## src/arp_pkg.sv

```systemverilog
// Shared types and constants for the AT response parser.
// Holds recognizer state codes, status codes, register indexes and the
// state and result structs passed between the step logic and the top level.
package arp_pkg;

  // Line store geometry.
  localparam int LINE_LEN   = 128;
  localparam int LINE_SLOTS = 16;
  localparam int COL_W      = $clog2(LINE_LEN + 1);
  localparam int LINE_W     = $clog2(LINE_SLOTS + 1);

  // Characters the recognizer looks for.
  localparam logic [7:0] CH_CR   = 8'h0D;
  localparam logic [7:0] CH_LF   = 8'h0A;
  localparam logic [7:0] CH_PLUS = 8'h2B;
  localparam logic [7:0] CH_E    = 8'h45;
  localparam logic [7:0] CH_O    = 8'h4F;
  localparam logic [7:0] CH_K    = 8'h4B;
  localparam logic [7:0] CH_R    = 8'h52;

  // Result status codes.
  localparam logic [1:0] STATUS_BUSY  = 2'd0;
  localparam logic [1:0] STATUS_DONE  = 2'd1;
  localparam logic [1:0] STATUS_ERROR = 2'd2;

  // Configuration register map.
  localparam int          APB_ADDR_W       = 3;
  localparam logic [0:0]  REG_SPECIAL_MODE = 1'b0;

  // Recognizer states; the numeric code is reported on a syntax error.
  typedef enum logic [4:0] {
    ST_IDLE       = 5'd0,
    ST_LF1        = 5'd1,
    ST_FIRST      = 5'd2,
    ST_E1_R1      = 5'd3,
    ST_E1_R2      = 5'd4,
    ST_E1_O       = 5'd5,
    ST_E1_R3      = 5'd6,
    ST_FINAL_CR   = 5'd7,
    ST_FINAL_LF   = 5'd8,
    ST_DONE       = 5'd9,
    ST_O1_K       = 5'd10,
    ST_TEXT       = 5'd11,
    ST_TEXT_LF    = 5'd12,
    ST_LINE_START = 5'd13,
    ST_BLANK_LF   = 5'd14,
    ST_RESULT     = 5'd15,
    ST_O2_K       = 5'd16,
    ST_E2_R1      = 5'd17,
    ST_E2_R2      = 5'd18,
    ST_E2_O       = 5'd19,
    ST_E2_R3      = 5'd20
  } arp_fsm_t;

  // Architectural state carried from byte to byte.
  typedef struct packed {
    arp_fsm_t          fsm;
    logic [LINE_W-1:0] line_pos;
    logic [COL_W-1:0]  column_pos;
    logic              ok_flag;
    logic [LINE_W-1:0] lines_stored;
  } arp_state_t;

  // One result per byte.
  typedef struct packed {
    logic [1:0] status;
    logic [4:0] error_state;
    logic       response_ok;
    logic [4:0] text_lines;
    logic       write_valid;
    logic [3:0] write_line;
    logic [7:0] write_col;
    logic [7:0] write_char;
  } arp_result_t;

endpackage

```

## src/at_response_parser_core.sv

```systemverilog
// AT response parser top level: input register, step logic, result register.
// Each byte is held in the input register, then its result in the result register.
// Throughput: one byte per cycle unless stalled; recognizer state updates in one step.
// Reset (rst, synchronous): idle state, counters cleared, special_mode 0.
// Depends on arp_pkg, arp_cfg and arp_step.
module at_response_parser_core
  import arp_pkg::*;
(
  input  logic                  clk,
  input  logic                  rst,
  // Configuration port.
  input  logic                  psel,
  input  logic                  penable,
  input  logic                  pwrite,
  input  logic [APB_ADDR_W-1:0] paddr,
  input  logic [31:0]           pwdata,
  output logic [31:0]           prdata,
  output logic                  pready,
  // Byte input channel.
  input  logic                  in_valid,
  output logic                  in_stall,
  input  logic [7:0]            data_byte,
  // Result channel.
  output logic                  out_valid,
  input  logic                  out_stall,
  output logic [1:0]            status,
  output logic [4:0]            error_state,
  output logic                  response_ok,
  output logic [4:0]            text_lines,
  output logic                  write_valid,
  output logic [3:0]            write_line,
  output logic [7:0]            write_col,
  output logic [7:0]            write_char
);

  logic        special_mode;
  logic        s1_valid;
  logic [7:0]  s1_byte;
  logic        advance;
  arp_state_t  state_q;
  arp_state_t  state_next;
  arp_result_t res_next;
  arp_result_t res_q;

  arp_cfg u_cfg (
    .clk          (clk),
    .rst          (rst),
    .psel         (psel),
    .penable      (penable),
    .pwrite       (pwrite),
    .paddr        (paddr),
    .pwdata       (pwdata),
    .prdata       (prdata),
    .pready       (pready),
    .special_mode (special_mode)
  );

  arp_step u_step (
    .cur          (state_q),
    .data_byte    (s1_byte),
    .special_mode (special_mode),
    .nxt          (state_next),
    .res          (res_next)
  );

  // The held byte moves on whenever the result register is free or draining.
  assign advance  = s1_valid && (!out_valid || !out_stall);
  assign in_stall = s1_valid && !advance;

  // Input register.
  always_ff @(posedge clk) begin
    if (rst) begin
      s1_valid <= 1'b0;
    end else if (in_valid && !in_stall) begin
      s1_valid <= 1'b1;
    end else if (advance) begin
      s1_valid <= 1'b0;
    end
  end

  always_ff @(posedge clk) begin
    if (in_valid && !in_stall) begin
      s1_byte <= data_byte;
    end
  end

  // Recognizer state, updated once per processed byte.
  always_ff @(posedge clk) begin
    if (rst) begin
      state_q <= '{fsm: ST_IDLE, line_pos: '0, column_pos: '0,
                   ok_flag: 1'b0, lines_stored: '0};
    end else if (advance) begin
      state_q <= state_next;
    end
  end

  // Result register.
  always_ff @(posedge clk) begin
    if (rst) begin
      out_valid <= 1'b0;
    end else if (advance) begin
      out_valid <= 1'b1;
    end else if (!out_stall) begin
      out_valid <= 1'b0;
    end
  end

  always_ff @(posedge clk) begin
    if (advance) begin
      res_q <= res_next;
    end
  end

  assign status      = res_q.status;
  assign error_state = res_q.error_state;
  assign response_ok = res_q.response_ok;
  assign text_lines  = res_q.text_lines;
  assign write_valid = res_q.write_valid;
  assign write_line  = res_q.write_line;
  assign write_col   = res_q.write_col;
  assign write_char  = res_q.write_char;

`ifndef SYNTHESIS
  // Once complete, the recognizer stays complete until reset.
  a_done_sticky: assert property (@(posedge clk) disable iff (rst)
    (state_q.fsm == ST_DONE) |=> (state_q.fsm == ST_DONE))
    else $error("parser left the completed state");

  // A syntax error names a nonzero state and never writes the line store.
  a_error_report: assert property (@(posedge clk) disable iff (rst)
    (out_valid && status == STATUS_ERROR) |-> (error_state != 5'd0 && !write_valid))
    else $error("bad error report");

  // Without an error the error state field is zero.
  a_no_error_state: assert property (@(posedge clk) disable iff (rst)
    (out_valid && status != STATUS_ERROR) |-> (error_state == 5'd0))
    else $error("error state set without error");

  // Line count saturates and writes stay inside the store.
  a_store_bounds: assert property (@(posedge clk) disable iff (rst)
    out_valid |-> (text_lines <= 5'(LINE_SLOTS) &&
                   (!write_valid || write_col <= 8'(LINE_LEN))))
    else $error("line store bounds exceeded");
`endif

endmodule

```

## src/arp_cfg.sv

```systemverilog
// APB-style configuration register block for the AT response parser.
// Depends on arp_pkg for the register map.
module arp_cfg
  import arp_pkg::*;
(
  input  logic                  clk,
  input  logic                  rst,
  input  logic                  psel,
  input  logic                  penable,
  input  logic                  pwrite,
  input  logic [APB_ADDR_W-1:0] paddr,
  input  logic [31:0]           pwdata,
  output logic [31:0]           prdata,
  output logic                  pready,
  output logic                  special_mode
);

  logic reg_hit;

  // Word index decode; the low two address bits select a byte lane only.
  assign reg_hit = (paddr[APB_ADDR_W-1:2] == REG_SPECIAL_MODE);
  assign pready  = 1'b1;

  // Register write on the access phase of a transfer.
  always_ff @(posedge clk) begin
    if (rst) begin
      special_mode <= 1'b0;
    end else if (psel && penable && pwrite && pready && reg_hit) begin
      special_mode <= pwdata[0];
    end
  end

  // Read data mux.
  always_comb begin
    prdata = 32'd0;
    if (reg_hit) begin
      prdata = {31'd0, special_mode};
    end
  end

endmodule

```

## src/arp_step.sv

```systemverilog
// Next-state and result logic for one received byte of an AT response.
// Purely combinational; depends on arp_pkg for states, codes and structs.
module arp_step
  import arp_pkg::*;
(
  input  arp_state_t  cur,
  input  logic [7:0]  data_byte,
  input  logic        special_mode,
  output arp_state_t  nxt,
  output arp_result_t res
);

  logic     line_free;
  logic     can_put;
  logic     err;
  arp_fsm_t fsm_next;

  assign line_free = (cur.line_pos < LINE_W'(LINE_SLOTS));
  assign can_put   = line_free && (cur.column_pos < COL_W'(LINE_LEN));

  // Transition and line-store write for the current byte.
  always_comb begin
    nxt              = cur;
    fsm_next         = cur.fsm;
    err              = 1'b0;
    res              = '0;
    res.write_valid  = 1'b0;

    unique case (cur.fsm)
      ST_IDLE: begin
        if (data_byte == CH_CR) fsm_next = ST_LF1;
      end
      ST_LF1: begin
        if (data_byte == CH_LF) fsm_next = ST_FIRST;
        else err = 1'b1;
      end
      ST_FIRST: begin
        if (special_mode) begin
          if (data_byte != CH_CR && data_byte != CH_PLUS) begin
            // First text character of an unprefixed line.
            if (can_put) begin
              res.write_valid = 1'b1;
              res.write_line  = 4'(cur.line_pos);
              res.write_col   = 8'(cur.column_pos);
              res.write_char  = data_byte;
              nxt.column_pos  = COL_W'(cur.column_pos + 1'b1);
            end
            fsm_next = ST_TEXT;
          end else begin
            err = 1'b1;
          end
        end else if (data_byte == CH_E) begin
          fsm_next = ST_E1_R1;
        end else if (data_byte == CH_O) begin
          fsm_next = ST_O1_K;
        end else if (data_byte == CH_PLUS) begin
          fsm_next = ST_TEXT;
        end else begin
          err = 1'b1;
        end
      end
      ST_E1_R1: begin
        if (data_byte == CH_R) fsm_next = ST_E1_R2;
        else err = 1'b1;
      end
      ST_E1_R2: begin
        if (data_byte == CH_R) fsm_next = ST_E1_O;
        else err = 1'b1;
      end
      ST_E1_O: begin
        if (data_byte == CH_O) fsm_next = ST_E1_R3;
        else err = 1'b1;
      end
      ST_E1_R3, ST_E2_R3: begin
        if (data_byte == CH_R) begin
          fsm_next    = ST_FINAL_CR;
          nxt.ok_flag = 1'b0;
        end else begin
          err = 1'b1;
        end
      end
      ST_FINAL_CR: begin
        if (data_byte == CH_CR) fsm_next = ST_FINAL_LF;
        else err = 1'b1;
      end
      ST_FINAL_LF: begin
        if (data_byte == CH_LF) fsm_next = ST_DONE;
        else err = 1'b1;
      end
      ST_DONE: begin
        fsm_next = ST_DONE;
      end
      ST_O1_K, ST_O2_K: begin
        if (data_byte == CH_K) begin
          fsm_next    = ST_FINAL_CR;
          nxt.ok_flag = 1'b1;
        end else begin
          err = 1'b1;
        end
      end
      ST_TEXT: begin
        if (data_byte != CH_CR) begin
          // Text character; dropped once the line or the store is full.
          if (can_put) begin
            res.write_valid = 1'b1;
            res.write_line  = 4'(cur.line_pos);
            res.write_col   = 8'(cur.column_pos);
            res.write_char  = data_byte;
            nxt.column_pos  = COL_W'(cur.column_pos + 1'b1);
          end
        end else begin
          // End of line: write the terminator and close the line.
          if (line_free) begin
            res.write_valid = 1'b1;
            res.write_line  = 4'(cur.line_pos);
            res.write_col   = 8'(cur.column_pos);
            res.write_char  = 8'd0;
            nxt.line_pos    = LINE_W'(cur.line_pos + 1'b1);
            if (cur.lines_stored < LINE_W'(LINE_SLOTS)) begin
              nxt.lines_stored = LINE_W'(cur.lines_stored + 1'b1);
            end
          end
          nxt.column_pos = '0;
          fsm_next       = ST_TEXT_LF;
        end
      end
      ST_TEXT_LF: begin
        if (data_byte == CH_LF) fsm_next = ST_LINE_START;
        else err = 1'b1;
      end
      ST_LINE_START: begin
        if (data_byte == CH_CR) fsm_next = ST_BLANK_LF;
        else if (!special_mode && data_byte == CH_PLUS) fsm_next = ST_TEXT;
        else err = 1'b1;
      end
      ST_BLANK_LF: begin
        if (data_byte == CH_LF) fsm_next = ST_RESULT;
      end
      ST_RESULT: begin
        if (data_byte == CH_O) fsm_next = ST_O2_K;
        else if (data_byte == CH_E) fsm_next = ST_E2_R1;
        else err = 1'b1;
      end
      ST_E2_R1: begin
        if (data_byte == CH_R) fsm_next = ST_E2_R2;
        else err = 1'b1;
      end
      ST_E2_R2: begin
        if (data_byte == CH_R) fsm_next = ST_E2_O;
        else err = 1'b1;
      end
      ST_E2_O: begin
        if (data_byte == CH_O) fsm_next = ST_E2_R3;
        else err = 1'b1;
      end
      default: begin
        err = 1'b1;
      end
    endcase

    // Error recovery returns to idle and drops the partial line position.
    if (err) begin
      nxt.fsm         = ST_IDLE;
      nxt.line_pos    = '0;
      nxt.column_pos  = '0;
      res.status      = STATUS_ERROR;
      res.error_state = cur.fsm;
    end else begin
      nxt.fsm         = fsm_next;
      res.status      = (fsm_next == ST_DONE) ? STATUS_DONE : STATUS_BUSY;
      res.error_state = 5'd0;
    end

    res.response_ok = nxt.ok_flag;
    res.text_lines  = 5'(nxt.lines_stored);
  end

endmodule
```

## config.mk

```make
export PLATFORM = sky130hd
export DESIGN_NAME = at_response_parser_core
export DESIGN_NICKNAME = d
export VERILOG_FILES = /design/src/arp_pkg.sv /design/src/at_response_parser_core.sv /design/src/arp_cfg.sv /design/src/arp_step.sv
export SDC_FILE = /design/constraint.sdc
export NUM_CORES = 1
export LEC_CHECK = 0
export BUFFER_PORTS_ARGS = -buffer_cell sky130_fd_sc_hd__buf_4
export CAP_MARGIN = 20
export CORE_MARGIN = 2
export CORE_UTILIZATION = 45
export DETAILED_ROUTE_END_ITERATION = 12
export PLACE_DENSITY = 0.73
export SLEW_MARGIN = 20
export SYNTH_ARGS = -nofsm -noshare
export SYNTH_HDL_FRONTEND = slang
export SYNTH_SLANG_ARGS = --single-unit
export TNS_END_PERCENT = 1
```

## constraint.sdc

```tcl
create_clock -name clk -period 2.8 [get_ports clk]
set_clock_uncertainty 0.2 [all_clocks]
set_input_delay 0.7 -clock clk [delete_from_list [all_inputs] [get_ports clk]]
set_output_delay 0.7 -clock clk [all_outputs]
set_load 0.005 [all_outputs]
```

==> results.md <==
- Status: complete, no violations
- Reg-to-Reg Start: s1_byte[2]
- Leakage: 2.06 nW
- CTS tree: yes
- Setup TNS: 0 ns
- Die width: 101 µm
- Ant. Diodes: 0
- Initial DRC Count: 300
- DR pass1 iterations: 5
- Post-DP HPWL: 7770 µm
- Clk buf depth: 2
- Hold Path Origin: s1_valid
- Final Cycle Share: 98.3%
- Top-area cell type share of the netlist area: 29.9%
- Top cells by area, synth: edfxtp_1, dfxtp_1, buf_4, and2_1, nor2_1
- Core ar.: 0.00915 mm²
- Crit-path max FO: 9
- H-Tree Depth: 3
- Worst slew pin tran: 0.635 ns
- Final core utilization: 57.4%
- Layout area overhead: 24.5%
- Final Wtd Congestion: 0.955
- Initial core utilization: 46.1%
- Hold path endpoint: out_valid
- Synth warn: 0
- Reg2reg path depth: 7
- Placed cells: 640
- First-pass GRT wire length: 17400 µm
- Relative slew slack: 57.0%
- WP data required: 2.86 ns
- Pins Over Slew Limit: 0
- Pwr/cell area: 430 mW/mm²
- Synth Register Bits: 69
- Post-CTS Hold Buffers: 0
- Final hold violation count: 0
- Mean Syn Cell Area: 9.43 µm²
- TritonCTS Buffers: 9
- Synth area leader: edfxtp_1
- Residual DRC count: 0
- Ports: 119
- Crit path DAT: 2.81 ns
- Max-cap violation count: 0
- Die H: 101 µm
- Critical path class: reg -> reg
- Clock Sinks: 69
- Unrepaired setup endpoints after global routing: yes
- Critical R2R Capture: state_q[21]
- WL per Instance: 16.5 µm
- FILL cells: 804
- Cell area after synthesis: 0.00422 mm²
- Worst skew pair latency: 0.36 ns
- Post-detailed-route count of antenna-violating nets: 0
- Gr ovfl total: 0
- Standard-cell rows: 35
- Crit end category: flop
- Netlist cell types: 76
- Design Power: 2.26 mW
- Ys async rst share: 0%
- Seq/Total Area, Yosys: 42.7%
- Fin crit period: 2.75 ns
- Hold WC Path Type: reg -> reg
- Flop2flop setup slack: 0.05 ns
- PortBufs: 53
- Layout cells sized above 1: 27.3%
- GRT Util Overall: 21.9%
- Post-Route WL: 10900 µm
- Largest net degree at the start of global routing: 30
- # setup viols final: 0
- DR vias/cell: 5.86
- Final cell count without fillers: 657
- WHS Path Cells: 2
- Vias in the first global route: 3593
- Max IR drop VDD: 0.286 mV
- CTS root buffer: clkbuf_8
- Vias: 3849
- Post-layout net count: 595
- Startpoint type of the worst setup path: flop
- Cell count after synthesis: 447
- Die area: 0.0102 mm²
- Antenna violations before repair: 0
- Highest Clock Rate: 363 MHz
- Top FF cell, synth: edfxtp_1
- CTS clk-pin slew, worst paths: 0.09 ns
- EDFF count, synth: 42
## Yosys cell counts (all sizes together) (10+ instances only)
master   n
a21oi   17
nand3   12
clkbuf  24
nand2   23
nor2    29
nand4   13
nor3    18
a31oi   14
dfxtp   27
nor4    10
edfxtp  42
nor2b   11
o21ai   17
buf     38
and2    21
## worst max-delay path, stage by stage, from the launching register on
cell	delay (ns)
edfxtp_1	0.42
or4b_4	0.57
or2_4	0.28
a32o_1	0.28
nor4_4	0.25
buf_4	0.18
nand2_4	0.11
a2111oi_4	0.37
## stage by stage
step	hold slack (ns)	setup slack [ns]	area (µm²)
after floorplan	0.250	0.0823	4330
after global placement	0.270	-0.00645	4950
after detailed placement	0.288	-0.0221	4950
after CTS	0.306	-0.00773	5190
after global routing	0.307	-0.0429	5250
final	0.286	0.0466	5250
## final cells by class
class / count / area [µm²] / share of cell area [%]
inverters: 6 / 22.5 / 0.429
well taps: 111 / 139 / 2.65
multi-input cells: 340 / 2170 / 41.4
flip-flops and latches: 69 / 1800 / 34.3
clock inverters: 6 / 93.8 / 1.79
clock buffers: 10 / 138 / 2.62
repair buffers: 115 / 883 / 16.8
## power by group
group,switching [mW],total [mW],internal [mW]
combinational,0.0911,0.167,0.0757
clock,0.427,0.960,0.534
sequential,0.0205,1.13,1.11
total,0.538,2.26,1.72
## what timing repair did
action / 4_1_cts / 5_1_grt
gates resized for setup: 1 / 10
endpoints found under the hold margin: 0 / 0
buffers inserted: 0 / 1
setup endpoints to repair: 5 / 34
pin swaps: 2 / 3
## flip-flops by register name, indices dropped and copies added (netlist names)
name and cells:
u_cfg.special_mode 1, write_line 4, write_char 8, text_lines 5
state_q 24, out_valid 1, status 2, response_ok 1
write_valid 1, error_state 5, write_col 8, s1_valid 1
s1_byte 8
## how the worst max path moves through the flow
stage	start	to	slack, ns	cells past startpoint
2_1_floorplan	s1_byte[2]	error_state[3]	0.08	8
3_3_place_gp	s1_byte[2]	state_q[21]	-0.006	6
3_5_place_dp	s1_byte[2]	state_q[21]	-0.02	6
4_1_cts	s1_byte[2]	state_q[9]	-0.008	7
5_1_grt	s1_byte[2]	state_q[21]	-0.04	7
6_report	s1_byte[2]	state_q[21]	0.05	7
## cell families after synthesis
family          Yosys count  synth area share (%)
xor+xnor                  8                  1.66
compound gates          103                  17.3
simple gates            189                  26.3
buf+inv                  68                  9.67
fa+ha+maj                 4                  1.19
mux                       4                 0.979
other cells               2                 0.178
flops                    69                  42.7
## placed cells by master, fill, tap and decap left out, types with 3 or more instances in the layout
master | synthesis | layout
nand2_1 | 22 | 22
nand3_1 | 12 | 12
a31oi_1 | 14 | 14
a41oi_1 | 3 | 3
xnor2_1 | 4 | 4
a311oi_1 | 3 | 3
a2bb2oi_1 | 3 | 3
nor2_1 | 29 | 28
nor2b_1 | 11 | 11
nor4_1 | 9 | 9
clkbuf_8 | 0 | 10
edfxtp_1 | 42 | 42
inv_1 | 5 | 5
and3b_1 | 4 | 4
conb_1 | 2 | 32
nand3b_1 | 6 | 6
nand2b_1 | 7 | 7
o211ai_1 | 5 | 5
dfxtp_1 | 27 | 27
and3_1 | 7 | 7
buf_4 | 32 | 112
or2_2 | 3 | 3
xor2_1 | 4 | 4
nor3b_1 | 5 | 5
o21ai_0 | 17 | 17
o31ai_1 | 3 | 3
nand4_1 | 13 | 13
ha_1 | 4 | 4
a22o_1 | 3 | 3
or4_1 | 3 | 3
mux2i_1 | 3 | 3
nor3_1 | 18 | 18
and2_1 | 21 | 21
or3_1 | 5 | 5
a21oi_1 | 17 | 16
a211oi_1 | 4 | 4
## routing by layer
metal	global-route usage, %	vias up	wire length, µm
met3	4.02	28	683
met2	35.2	176	5120
met1	28.8	1827	4770
met5	0	-	0
met4	9.48	0	280
li1	-	1818	-
Note: power is estimated with default switching activity, not from simulation.
